`config.mk`:
```
export PLATFORM = sky130hd
export DESIGN_NAME = frame_time_averager_fps_counter_core_flat
export DESIGN_NICKNAME = d
export VERILOG_FILES = /design/src/ftafps_pkg.sv /design/src/ftafps_if.sv /design/src/ftafps_ram.sv /design/src/ftafps_div.sv /design/src/frame_time_averager_fps_counter_core.sv /design/src/flat_wrapper.sv
export VERILOG_INCLUDE_DIRS = /design/src /design/src/src
export SDC_FILE = /design/constraint.sdc
export NUM_CORES = 2
export LEC_CHECK = 0
export ABC_AREA = 1
export BUFFER_PORTS_ARGS = -buffer_cell sky130_fd_sc_hd__buf_4
export CAP_MARGIN = 20
export CORE_MARGIN = 1
export CORE_UTILIZATION = 25
export CTS_CLUSTER_DIAMETER = 50
export DETAILED_ROUTE_END_ITERATION = 7
export SYNTH_ARGS = -nofsm -noshare
export SYNTH_HDL_FRONTEND = slang
export SYNTH_HIERARCHICAL = 1
export SYNTH_SLANG_ARGS = --single-unit
```
`constraint.sdc`:
```
create_clock -name clk -period 18.5 [get_ports clk]
set_clock_uncertainty 0.1 [all_clocks]
set_input_delay 0.925 -clock clk [delete_from_list [all_inputs] [get_ports clk]]
set_output_delay 0.925 -clock clk [all_outputs]
set_load 0.02 [all_outputs]
```
`src/frame_time_averager_fps_counter_core_defines.svh`:
```
// ----------------------------------------------------------------------------
// Frame time averager assertion macros
// Shared assertion helpers, clocked on clk and disabled while rst_n is low.
// ----------------------------------------------------------------------------
`ifndef FRAME_TIME_AVERAGER_FPS_COUNTER_CORE_DEFINES_SVH
`define FRAME_TIME_AVERAGER_FPS_COUNTER_CORE_DEFINES_SVH

`ifndef SYNTHESIS
// Property that must hold at every clock edge outside reset.
`define ASSERT_CLK(label, prop, msg) \
    label: assert property (@(posedge clk) disable iff (!rst_n) prop) else $error(msg);
// Condition that must never be true outside reset.
`define ASSERT_NEVER(label, cond, msg) \
    `ASSERT_CLK(label, !(cond), msg)
`else
`define ASSERT_CLK(label, prop, msg)
`define ASSERT_NEVER(label, cond, msg)
`endif

`endif

```
`src/ftafps_pkg.sv`:
```
// ----------------------------------------------------------------------------
// ftafps_pkg
// Widths, constants and types shared by the frame time averager files.
// ----------------------------------------------------------------------------
`default_nettype none

package ftafps_pkg;

    // Field widths of the frame and result beats.
    localparam int TS_W   = 64;
    localparam int TICK_W = 32;
    localparam int RATE_W = 16;

    // Reset value of the one-second register and the frame count ceiling.
    localparam logic [TICK_W-1:0] TPS_RESET = 32'd1000;
    localparam logic [RATE_W-1:0] RATE_MAX  = 16'hFFFF;

    // Sequencer states, one-hot.
    typedef enum logic [4:0] {
        ST_IDLE = 5'b00001,
        ST_CALC = 5'b00010,
        ST_LOAD = 5'b00100,
        ST_DIV  = 5'b01000,
        ST_DONE = 5'b10000
    } state_t;

endpackage

`default_nettype wire

```
`src/ftafps_if.sv`:
```
// ----------------------------------------------------------------------------
// ftafps channel interfaces
// Valid/ready channels for frame beats and result beats.
// ----------------------------------------------------------------------------
`default_nettype none

interface ftafps_in_if;
    import ftafps_pkg::*;

    logic              valid;
    logic              ready;
    logic [TS_W-1:0]   timestamp;

    modport source (output valid, output timestamp, input ready);
    modport sink   (input valid, input timestamp, output ready);
endinterface

interface ftafps_out_if;
    import ftafps_pkg::*;

    logic                valid;
    logic                ready;
    logic [TICK_W-1:0]   frame_ticks;
    logic [TICK_W-1:0]   avg_frame_ticks;
    logic [RATE_W-1:0]   frame_rate;
    logic                sample_taken;

    modport source (output valid, output frame_ticks, output avg_frame_ticks,
                    output frame_rate, output sample_taken, input ready);
    modport sink   (input valid, input frame_ticks, input avg_frame_ticks,
                    input frame_rate, input sample_taken, output ready);
endinterface

`default_nettype wire

```
`src/ftafps_ram.sv`:
```
// ----------------------------------------------------------------------------
// ftafps_ram
// Generic single-port synchronous RAM with a registered read.
// ----------------------------------------------------------------------------
`default_nettype none

module ftafps_ram #(
    parameter int WIDTH = 32,
    parameter int DEPTH = 64
) (
    input  wire logic                     clk,
    input  wire logic                     we,
    input  wire logic [$clog2(DEPTH)-1:0] addr,
    input  wire logic [WIDTH-1:0]         wdata,
    output logic      [WIDTH-1:0]         rdata
);

    logic [WIDTH-1:0] mem [DEPTH];

    // Write on enable; the registered read returns the old contents in the next cycle.
    always_ff @(posedge clk)
    begin
        if (we)
        begin
            mem[addr] <= wdata;
        end
        rdata <= mem[addr];
    end

endmodule

`default_nettype wire

```
`src/ftafps_div.sv`:
```
// ----------------------------------------------------------------------------
// ftafps_div
// Restoring unsigned divider, one quotient bit per cycle.
// ----------------------------------------------------------------------------
`default_nettype none

module ftafps_div #(
    parameter int DIVIDEND_W = 38,
    parameter int DIVISOR_W  = 7,
    parameter int QUOT_W     = 32
) (
    input  wire logic                  clk,
    input  wire logic                  rst_n,
    input  wire logic                  start,
    input  wire logic [DIVIDEND_W-1:0] dividend,
    input  wire logic [DIVISOR_W-1:0]  divisor,
    output logic                       done,
    output logic      [QUOT_W-1:0]     quotient
);

    localparam int CNT_W = $clog2(DIVIDEND_W + 1);

    logic                  busy_reg, busy_next;
    logic                  done_reg, done_next;
    logic [CNT_W-1:0]      cnt_reg, cnt_next;
    logic [DIVISOR_W-1:0]  rem_reg, rem_next;
    logic [DIVIDEND_W-1:0] quo_reg, quo_next;
    logic [DIVISOR_W-1:0]  dsr_reg, dsr_next;
    logic [DIVISOR_W:0]    trial;
    logic [DIVISOR_W:0]    trial_diff;
    logic                  trial_ge;

    // One restoring step: shift in the next dividend bit and try the subtract.
    always_comb
    begin
        trial      = {rem_reg, quo_reg[DIVIDEND_W-1]};
        trial_diff = trial - {1'b0, dsr_reg};
        trial_ge   = (trial >= {1'b0, dsr_reg});
    end

    // Step sequencing and operand capture.
    always_comb
    begin
        busy_next = busy_reg;
        done_next = 1'b0;
        cnt_next  = cnt_reg;
        rem_next  = rem_reg;
        quo_next  = quo_reg;
        dsr_next  = dsr_reg;
        if (start)
        begin
            busy_next = 1'b1;
            cnt_next  = CNT_W'(DIVIDEND_W);
            rem_next  = '0;
            quo_next  = dividend;
            dsr_next  = divisor;
        end
        else if (busy_reg)
        begin
            rem_next = trial_ge ? trial_diff[DIVISOR_W-1:0] : trial[DIVISOR_W-1:0];
            quo_next = {quo_reg[DIVIDEND_W-2:0], trial_ge};
            cnt_next = cnt_reg - 1'b1;
            if (cnt_reg == CNT_W'(1))
            begin
                busy_next = 1'b0;
                done_next = 1'b1;
            end
        end
    end

    // Control state.
    always_ff @(posedge clk or negedge rst_n)
    begin
        if (!rst_n)
        begin
            busy_reg <= 1'b0;
            done_reg <= 1'b0;
            cnt_reg  <= '0;
        end
        else
        begin
            busy_reg <= busy_next;
            done_reg <= done_next;
            cnt_reg  <= cnt_next;
        end
    end

    // Datapath registers.
    always_ff @(posedge clk)
    begin
        rem_reg <= rem_next;
        quo_reg <= quo_next;
        dsr_reg <= dsr_next;
    end

    assign done     = done_reg;
    assign quotient = quo_reg[QUOT_W-1:0];

endmodule

`default_nettype wire

```
`src/frame_time_averager_fps_counter_core.sv`:
```
// ----------------------------------------------------------------------------
// frame_time_averager_fps_counter_core
// Frame delta, moving-average frame time and frames-per-second counter.
// ----------------------------------------------------------------------------
// Usage:
// Each beat on the frame channel carries a free-running counter timestamp.
// For every frame beat the block returns exactly one result beat with the
// saturated frame delta, the moving average of the window, the latched frame
// rate and a flag that tells whether the delta entered the window.
// cfg_we/cfg_wdata set the length of one second in ticks; write it only while
// the block is idle.
// One frame is in work at a time. A result beat is valid once the frame
// has passed the update, load, divide and done states; the average is
// formed by the bit-serial divider in SUM_W = 32 + log2(WINDOW_DEPTH) steps.
// The frame channel is ready again in the cycle after the result is loaded,
// so a new frame is taken only once the last result has been loaded.
// The window lives in one RAM; a running sum is kept alongside it, so each
// frame reads a single entry and rewrites it only when the delta is taken.
// Reset clears all counters, the sum and the last timestamp; the window
// RAM is not cleared, only entries already written are ever summed.
// When the receiver stalls, the result waits in the output register and the
// next frame is still taken and worked on, but its result waits until the
// output register is free.
// ----------------------------------------------------------------------------
`default_nettype none

`include "frame_time_averager_fps_counter_core_defines.svh"

module frame_time_averager_fps_counter_core #(
    parameter int WINDOW_DEPTH = 64
) (
    input  wire logic                        clk,
    input  wire logic                        rst_n,
    input  wire logic                        cfg_we,
    input  wire logic [ftafps_pkg::TICK_W-1:0] cfg_wdata,
    ftafps_in_if.sink                        frame,
    ftafps_out_if.source                     result
);

    import ftafps_pkg::*;

    localparam int ADDR_W = $clog2(WINDOW_DEPTH);
    localparam int CNT_W  = $clog2(WINDOW_DEPTH + 1);
    localparam int SUM_W  = TICK_W + ADDR_W;

    state_t               state_reg, state_next;
    logic [TICK_W-1:0]    tps_reg, tps_next;
    logic [TS_W-1:0]      last_stamp_reg, last_stamp_next;
    logic [ADDR_W-1:0]    wp_reg, wp_next;
    logic [CNT_W-1:0]     count_reg, count_next;
    logic [SUM_W-1:0]     sum_reg, sum_next;
    logic [TICK_W-1:0]    avg_reg, avg_next;
    logic [RATE_W-1:0]    frames_reg, frames_next;
    logic [TICK_W:0]      accum_reg, accum_next;
    logic [RATE_W-1:0]    rate_reg, rate_next;
    logic [TICK_W-1:0]    delta_reg, delta_next;
    logic                 taken_reg, taken_next;
    logic                 out_valid_reg, out_valid_next;
    logic [TICK_W-1:0]    out_ticks_reg, out_ticks_next;
    logic [TICK_W-1:0]    out_avg_reg, out_avg_next;
    logic [RATE_W-1:0]    out_rate_reg, out_rate_next;
    logic                 out_taken_reg, out_taken_next;

    logic                 accept;
    logic [TS_W-1:0]      raw_delta;
    logic [TICK_W-1:0]    sat_delta;
    logic [TICK_W-1:0]    avg_diff;
    logic                 take;
    logic                 window_full;
    logic [TICK_W-1:0]    old_entry;
    logic [SUM_W:0]       sum_upd;
    logic [RATE_W-1:0]    frames_inc;
    logic [TICK_W:0]      accum_sum;
    logic                 ram_we;
    logic                 div_start;
    logic                 div_done;
    logic [TICK_W-1:0]    div_quot;
    logic                 out_load;

    // Window storage: one entry read per frame and rewritten when the delta is taken.
    ftafps_ram #(
        .WIDTH (TICK_W),
        .DEPTH (WINDOW_DEPTH)
    ) u_window (
        .clk   (clk),
        .we    (ram_we),
        .addr  (wp_reg),
        .wdata (delta_reg),
        .rdata (old_entry)
    );

    // Average = window sum / window count.
    ftafps_div #(
        .DIVIDEND_W (SUM_W),
        .DIVISOR_W  (CNT_W),
        .QUOT_W     (TICK_W)
    ) u_div (
        .clk      (clk),
        .rst_n    (rst_n),
        .start    (div_start),
        .dividend (sum_reg),
        .divisor  (count_reg),
        .done     (div_done),
        .quotient (div_quot)
    );

    // Frame delta as a modular difference, saturated to the tick width.
    always_comb
    begin
        accept    = frame.valid && frame.ready;
        raw_delta = frame.timestamp - last_stamp_reg;
        sat_delta = (|raw_delta[TS_W-1:TICK_W]) ? '1 : raw_delta[TICK_W-1:0];
    end

    // Window acceptance test and bookkeeping for the update cycle.
    always_comb
    begin
        avg_diff    = (delta_reg >= avg_reg) ? (delta_reg - avg_reg) : (avg_reg - delta_reg);
        take        = (avg_diff < tps_reg);
        window_full = (count_reg == CNT_W'(WINDOW_DEPTH));
        sum_upd     = {1'b0, sum_reg} + {{(SUM_W - TICK_W + 1){1'b0}}, delta_reg}
                      - {{(SUM_W - TICK_W + 1){1'b0}}, (window_full ? old_entry : '0)};
        frames_inc  = (frames_reg == RATE_MAX) ? frames_reg : frames_reg + 1'b1;
        accum_sum   = accum_reg + {1'b0, delta_reg};
        ram_we      = (state_reg == ST_CALC) && take;
        out_load    = (state_reg == ST_DONE) && (!out_valid_reg || result.ready);
    end

    // Sequencer and state updates.
    always_comb
    begin
        state_next      = state_reg;
        tps_next        = cfg_we ? cfg_wdata : tps_reg;
        last_stamp_next = last_stamp_reg;
        wp_next         = wp_reg;
        count_next      = count_reg;
        sum_next        = sum_reg;
        avg_next        = avg_reg;
        frames_next     = frames_reg;
        accum_next      = accum_reg;
        rate_next       = rate_reg;
        delta_next      = delta_reg;
        taken_next      = taken_reg;
        div_start       = 1'b0;
        case (state_reg)
            ST_IDLE:
            begin
                if (accept)
                begin
                    delta_next      = sat_delta;
                    last_stamp_next = frame.timestamp;
                    state_next      = ST_CALC;
                end
            end
            ST_CALC:
            begin
                taken_next = take;
                if (take)
                begin
                    sum_next = sum_upd[SUM_W-1:0];
                    wp_next  = (wp_reg == ADDR_W'(WINDOW_DEPTH - 1)) ? '0 : wp_reg + 1'b1;
                    if (!window_full)
                    begin
                        count_next = count_reg + 1'b1;
                    end
                end
                if (accum_sum > {1'b0, tps_reg})
                begin
                    rate_next   = frames_inc;
                    frames_next = '0;
                    accum_next  = '0;
                end
                else
                begin
                    frames_next = frames_inc;
                    accum_next  = accum_sum;
                end
                state_next = ST_LOAD;
            end
            ST_LOAD:
            begin
                // The divider latches the updated sum and count here.
                div_start  = 1'b1;
                state_next = ST_DIV;
            end
            ST_DIV:
            begin
                if (div_done)
                begin
                    avg_next   = (count_reg == '0) ? '0 : div_quot;
                    state_next = ST_DONE;
                end
            end
            ST_DONE:
            begin
                if (out_load)
                begin
                    state_next = ST_IDLE;
                end
            end
            default:
            begin
                state_next = ST_IDLE;
            end
        endcase
    end

    // Output register: holds a result until the receiver takes it.
    always_comb
    begin
        out_valid_next = out_valid_reg;
        out_ticks_next = out_ticks_reg;
        out_avg_next   = out_avg_reg;
        out_rate_next  = out_rate_reg;
        out_taken_next = out_taken_reg;
        if (result.valid && result.ready)
        begin
            out_valid_next = 1'b0;
        end
        if (out_load)
        begin
            out_valid_next = 1'b1;
            out_ticks_next = delta_reg;
            out_avg_next   = avg_reg;
            out_rate_next  = rate_reg;
            out_taken_next = taken_reg;
        end
    end

    // Control state and counters.
    always_ff @(posedge clk or negedge rst_n)
    begin
        if (!rst_n)
        begin
            state_reg      <= ST_IDLE;
            tps_reg        <= TPS_RESET;
            last_stamp_reg <= '0;
            wp_reg         <= '0;
            count_reg      <= '0;
            sum_reg        <= '0;
            avg_reg        <= '0;
            frames_reg     <= '0;
            accum_reg      <= '0;
            rate_reg       <= '0;
            out_valid_reg  <= 1'b0;
        end
        else
        begin
            state_reg      <= state_next;
            tps_reg        <= tps_next;
            last_stamp_reg <= last_stamp_next;
            wp_reg         <= wp_next;
            count_reg      <= count_next;
            sum_reg        <= sum_next;
            avg_reg        <= avg_next;
            frames_reg     <= frames_next;
            accum_reg      <= accum_next;
            rate_reg       <= rate_next;
            out_valid_reg  <= out_valid_next;
        end
    end

    // Payload registers.
    always_ff @(posedge clk)
    begin
        delta_reg     <= delta_next;
        taken_reg     <= taken_next;
        out_ticks_reg <= out_ticks_next;
        out_avg_reg   <= out_avg_next;
        out_rate_reg  <= out_rate_next;
        out_taken_reg <= out_taken_next;
    end

    assign frame.ready            = (state_reg == ST_IDLE);
    assign result.valid           = out_valid_reg;
    assign result.frame_ticks     = out_ticks_reg;
    assign result.avg_frame_ticks = out_avg_reg;
    assign result.frame_rate      = out_rate_reg;
    assign result.sample_taken    = out_taken_reg;

    // The window count never passes the window depth.
    `ASSERT_NEVER(a_count_bound, count_reg > CNT_W'(WINDOW_DEPTH), "window count above depth")
    // An accepted frame always moves straight to the update cycle.
    `ASSERT_CLK(a_accept_calc, accept |=> (state_reg == ST_CALC), "accept did not start update")
    // A result appears only when a finished frame is handed over.
    `ASSERT_CLK(a_result_src, $rose(result.valid) |-> $past(state_reg == ST_DONE), "result without frame")

endmodule

`default_nettype wire
```
`src/flat_wrapper.sv`:
```
// flat-port wrapper written by rule: the top's interface ports become plain ports
module frame_time_averager_fps_counter_core_flat import ftafps_pkg::*;
#(
    parameter int WINDOW_DEPTH = 64
)
  (clk, rst_n, cfg_we, cfg_wdata, frame_valid, frame_timestamp, frame_ready, result_valid, result_frame_ticks, result_avg_frame_ticks, result_frame_rate, result_sample_taken, result_ready);
  ftafps_in_if frame_i ();
  ftafps_out_if result_i ();
  input  wire logic clk;
  input  wire logic rst_n;
  input  wire logic cfg_we;
  input  wire logic [ftafps_pkg::TICK_W-1:0] cfg_wdata;
  input wire logic [$bits(frame_i.valid)-1:0] frame_valid;
  input wire logic [$bits(frame_i.timestamp)-1:0] frame_timestamp;
  output wire logic [$bits(frame_i.ready)-1:0] frame_ready;
  output wire logic [$bits(result_i.valid)-1:0] result_valid;
  output wire logic [$bits(result_i.frame_ticks)-1:0] result_frame_ticks;
  output wire logic [$bits(result_i.avg_frame_ticks)-1:0] result_avg_frame_ticks;
  output wire logic [$bits(result_i.frame_rate)-1:0] result_frame_rate;
  output wire logic [$bits(result_i.sample_taken)-1:0] result_sample_taken;
  input wire logic [$bits(result_i.ready)-1:0] result_ready;
  assign frame_i.valid = frame_valid;
  assign frame_i.timestamp = frame_timestamp;
  assign frame_ready = frame_i.ready;
  assign result_valid = result_i.valid;
  assign result_frame_ticks = result_i.frame_ticks;
  assign result_avg_frame_ticks = result_i.avg_frame_ticks;
  assign result_frame_rate = result_i.frame_rate;
  assign result_sample_taken = result_i.sample_taken;
  assign result_i.ready = result_ready;
  frame_time_averager_fps_counter_core #(.WINDOW_DEPTH(WINDOW_DEPTH)) u_core (.clk(clk), .rst_n(rst_n), .cfg_we(cfg_we), .cfg_wdata(cfg_wdata), .frame(frame_i), .result(result_i));
endmodule
```
==> impl_metrics.env <==
export IMPL_fin_setup_tns_ns=0
export IMPL_placed_cell_area_sq_um=128000
export IMPL_worst_slew_pin_slew_ns=1.18
export IMPL_power_frac_clock_pct=30.2
export IMPL_cts_tree="done"
export IMPL_layout_min_cycle_time_ns=8.71
export IMPL_hold_path_class="primary input to flip-flop"
export IMPL_dr_pass1_iters=8
export IMPL_ctsHoldBuffers=1
export IMPL_rrSetupSlack_ns=9.79
export IMPL_grt_usage_pct=16.3
export IMPL_slew_viol_final=0
export IMPL_syn_inst=13000
export IMPL_largest_register_ffs=2048
export IMPL_die_area_sq_um=481000
export IMPL_seq_area_frac_synth_pct=61.5
export IMPL_crit_path_end_kind="flip-flop"
export IMPL_wl_per_cell_um=20.6
export IMPL_p_sw_uw=8050
export IMPL_synth_top_cells_by_area="edfxtp_1, nand2_1, dfrtp_1"
export IMPL_die_height_um=693
export IMPL_grt_max_degree=159
export IMPL_cts_resized=0
export IMPL_drv_cap=0
export IMPL_critPathArrivalTime_ns=9.12
export IMPL_gp_congestion=0.958
export IMPL_clock_latency_ns=0.93
export IMPL_ys_seq_elements=2504
export IMPL_power_frac_seq_pct=32.9
export IMPL_drc_errors=0
export IMPL_p_int_uw=11900
export IMPL_required_ns=18.91
export IMPL_cts_setup_buffers=0
export IMPL_yosys_warnings=6
export IMPL_worst_setup_path_start_kind="flip-flop"
export IMPL_setup_ws_ns=9.79
export IMPL_syn_area_per_cell_sq_um=9.20
export IMPL_num_rows=253
export IMPL_slew_headroom_pct=21.0
export IMPL_crit_fanout=41
export IMPL_avgViaCountPerCell=4.54
export IMPL_rsz0062_at_grt="no"
export IMPL_wirelength_mm=408
export IMPL_fmax_mhz=115
export IMPL_dpl_hpwl_mm=268
export IMPL_clk_pin_slew_ns=0.06
export IMPL_drive_gt1_share_pct=7.51
export IMPL_clock_sinks=2504
export IMPL_final_area_sq_um=139000
export IMPL_die_w_um=693
export IMPL_combPwrFrac_pct=36.9
export IMPL_drtAntennaViolNets=0
export IMPL_synth_top_area_cell="edfxtp_1"
export IMPL_synth_area_sq_um=120000
export IMPL_finalHoldViolCount=0
export IMPL_min_period_over_period_pct=47.1
export IMPL_cts_buffers=296
export IMPL_htree_levels=5
export IMPL_io_pins=184
export IMPL_drtIter0Drc=9836
export IMPL_status="finished, final reports clean"
export IMPL_ir_drop_mv=0.183
export IMPL_critical_path_class="flip-flop to flip-flop"
export IMPL_coreArea_sq_um=475000
export IMPL_port_buffers=183
export IMPL_power_share_switching_pct=40.3
export IMPL_clockBufferDepth=4
export IMPL_power_density_nw_per_um2=144
export IMPL_grt_pass1_vias=84000
export IMPL_antenna_found_initial=28
export IMPL_synth_top_cell_area_share_pct=55.5
export IMPL_ys_types=63
export IMPL_synth_nets=13400
export IMPL_start_util_pct=25.1
export IMPL_synth_edf_count=2207
export IMPL_grt_ovfl_total=0
export IMPL_setup_violations=0
export IMPL_via_count=89600
export IMPL_dp_slack_ns=9.89
export IMPL_synthArstFlopShare_pct=10.3
export IMPL_p_leak_uw=0.0579
export IMPL_root_buffer="clkbuf_16"
export IMPL_synth_flop_cell="edfxtp_1"
export IMPL_syn2layout_area_growth_pct=16.1
export IMPL_grt_pass1_wl_mm=583
export IMPL_fin_nets=13500
critical path, cell delays in order (launching register included):
cell,delay [ns]
edfxtp_1,0.76
buf_4,0.41
ha_1,0.29
nand2_1,0.14
nor2_1,0.17
inv_1,0.09
nor2_1,0.21
nand2_1,0.08
nand2_1,0.15
nand2_1,0.07
nand3_1,0.08
buf_4,0.46
inv_1,0.62
nand2_1,0.19
nand2_1,0.13
xnor2_1,0.16
inv_1,0.06
ha_1,0.29
a21oi_1,0.14
nor2_1,0.05
a211oi_1,0.27
o221ai_1,0.16
a21oi_1,0.26
nand3_2,0.11
inv_1,0.43
buf_4,0.40
nand3_2,0.71
nor2_4,1.17
per-stage QoR:
step	total power, uW	hold slack [ns]	utilization [%]	std cells
2_1_floorplan	11500	0.300	-	13000
3_3_place_gp	13900	0.325	27.0	19200
3_5_place_dp	13900	0.306	27.0	19200
4_1_cts	20000	0.0528	29.1	19700
5_1_grt	21000	0.108	29.2	19700
6_report	20000	0.112	29.2	19700
cells by family (layout without fill, tap and decap cells):
kind of cell,count (synthesis),after routing,share of synthesized area (%)
xor gates and xnor gates,144,144,1.06
and+or+nand+nor,7958,7958,25.9
buffers and inverters,1323,1684,4.64
adders and majority gates,309,309,3.47
other,0,14,0
DFF,2504,2504,61.5
AOI/OAI and AO/OA,747,747,3.45
muxes,1,1,0.00942
cell type report:
type                       count  area [sq um]
fill                       49500        337000
sequential                  2504         73500
multi-input combinational   9159         41000
tap                         6375          7980
clock buffer                 341          7690
timing repair buffer         362          3130
inverter                     782          2960
clock inverter               199          2400
antenna                       14          35.0
worst paths after layout:
check                                      from                    endpoint  cells past startpoint
max                        u_core/delta_reg[14]   u_core/u_window/mem[8][1]                     27
min                                 frame_valid         u_core/state_reg[0]                      2
max reg2reg                u_core/delta_reg[14]   u_core/u_window/mem[8][1]                     27
min reg2reg                    u_core/taken_reg  u_core/result.sample_taken                      0
max in group asynchronous                 rst_n            u_core/wp_reg[2]                      4
min in group asynchronous                 rst_n          u_core/tps_reg[14]                      2
Yosys cell counts (9+ instances only):
cell / count
nand4_1: 88
nor4_1: 12
inv_2: 19
nor3_2: 10
edfxtp_1: 2207
nand2_1: 6977
ha_1: 272
dfxtp_1: 39
a31oi_1: 16
o21ai_0: 320
buf_2: 262
inv_1: 763
xor2_1: 72
nand3_2: 19
a21oi_1: 281
nor2_2: 12
xnor2_1: 72
o21a_1: 10
nand2_2: 20
dfrtp_1: 251
o21bai_1: 23
fa_1: 37
o21ai_1: 9
nor3_1: 47
nand3b_1: 14
o211ai_1: 15
buf_4: 48
nand3_1: 231
a21o_1: 21
clkbuf_1: 188
buf_6: 10
nor2_1: 505
buf_1: 33
metal layers:
layer	global-route usage, %	wire (um)	vias up
met5	0	21	-
met4	6.79	18100	4
met3	3.39	35600	660
met2	25.5	182000	3672
met1	21.9	171000	43100
li1	-	-	42200
cell usage in the layout (no fill, tap or decap), drive strengths merged, types with 16 or more instances in the layout:
master       n
nor3        57
a31oi       16
o211ai      16
nand2     6999
dfrtp      251
buf        361
xnor2       72
nand4       88
o21ai      330
edfxtp    2207
xor2        72
dfxtp       39
inv        815
ha         272
clkbuf     341
clkinvlp    21
a21o        21
bufinv      37
a21oi      287
fa          37
nand3      251
nor2       521
clkinv     108
o21bai      25
power by group through the flow:
stage                     combinational [uW]  clock, uW  sequential (uW)
after CTS                               7260       6120             6580
after global routing                    8110       6330             6600
after detailed placement                7220          0             6690
after global placement                  7200          0             6680
final                                   7360       6030             6580
after floorplan                         4940          0             6600
Power figures use the tool's default switching activity.
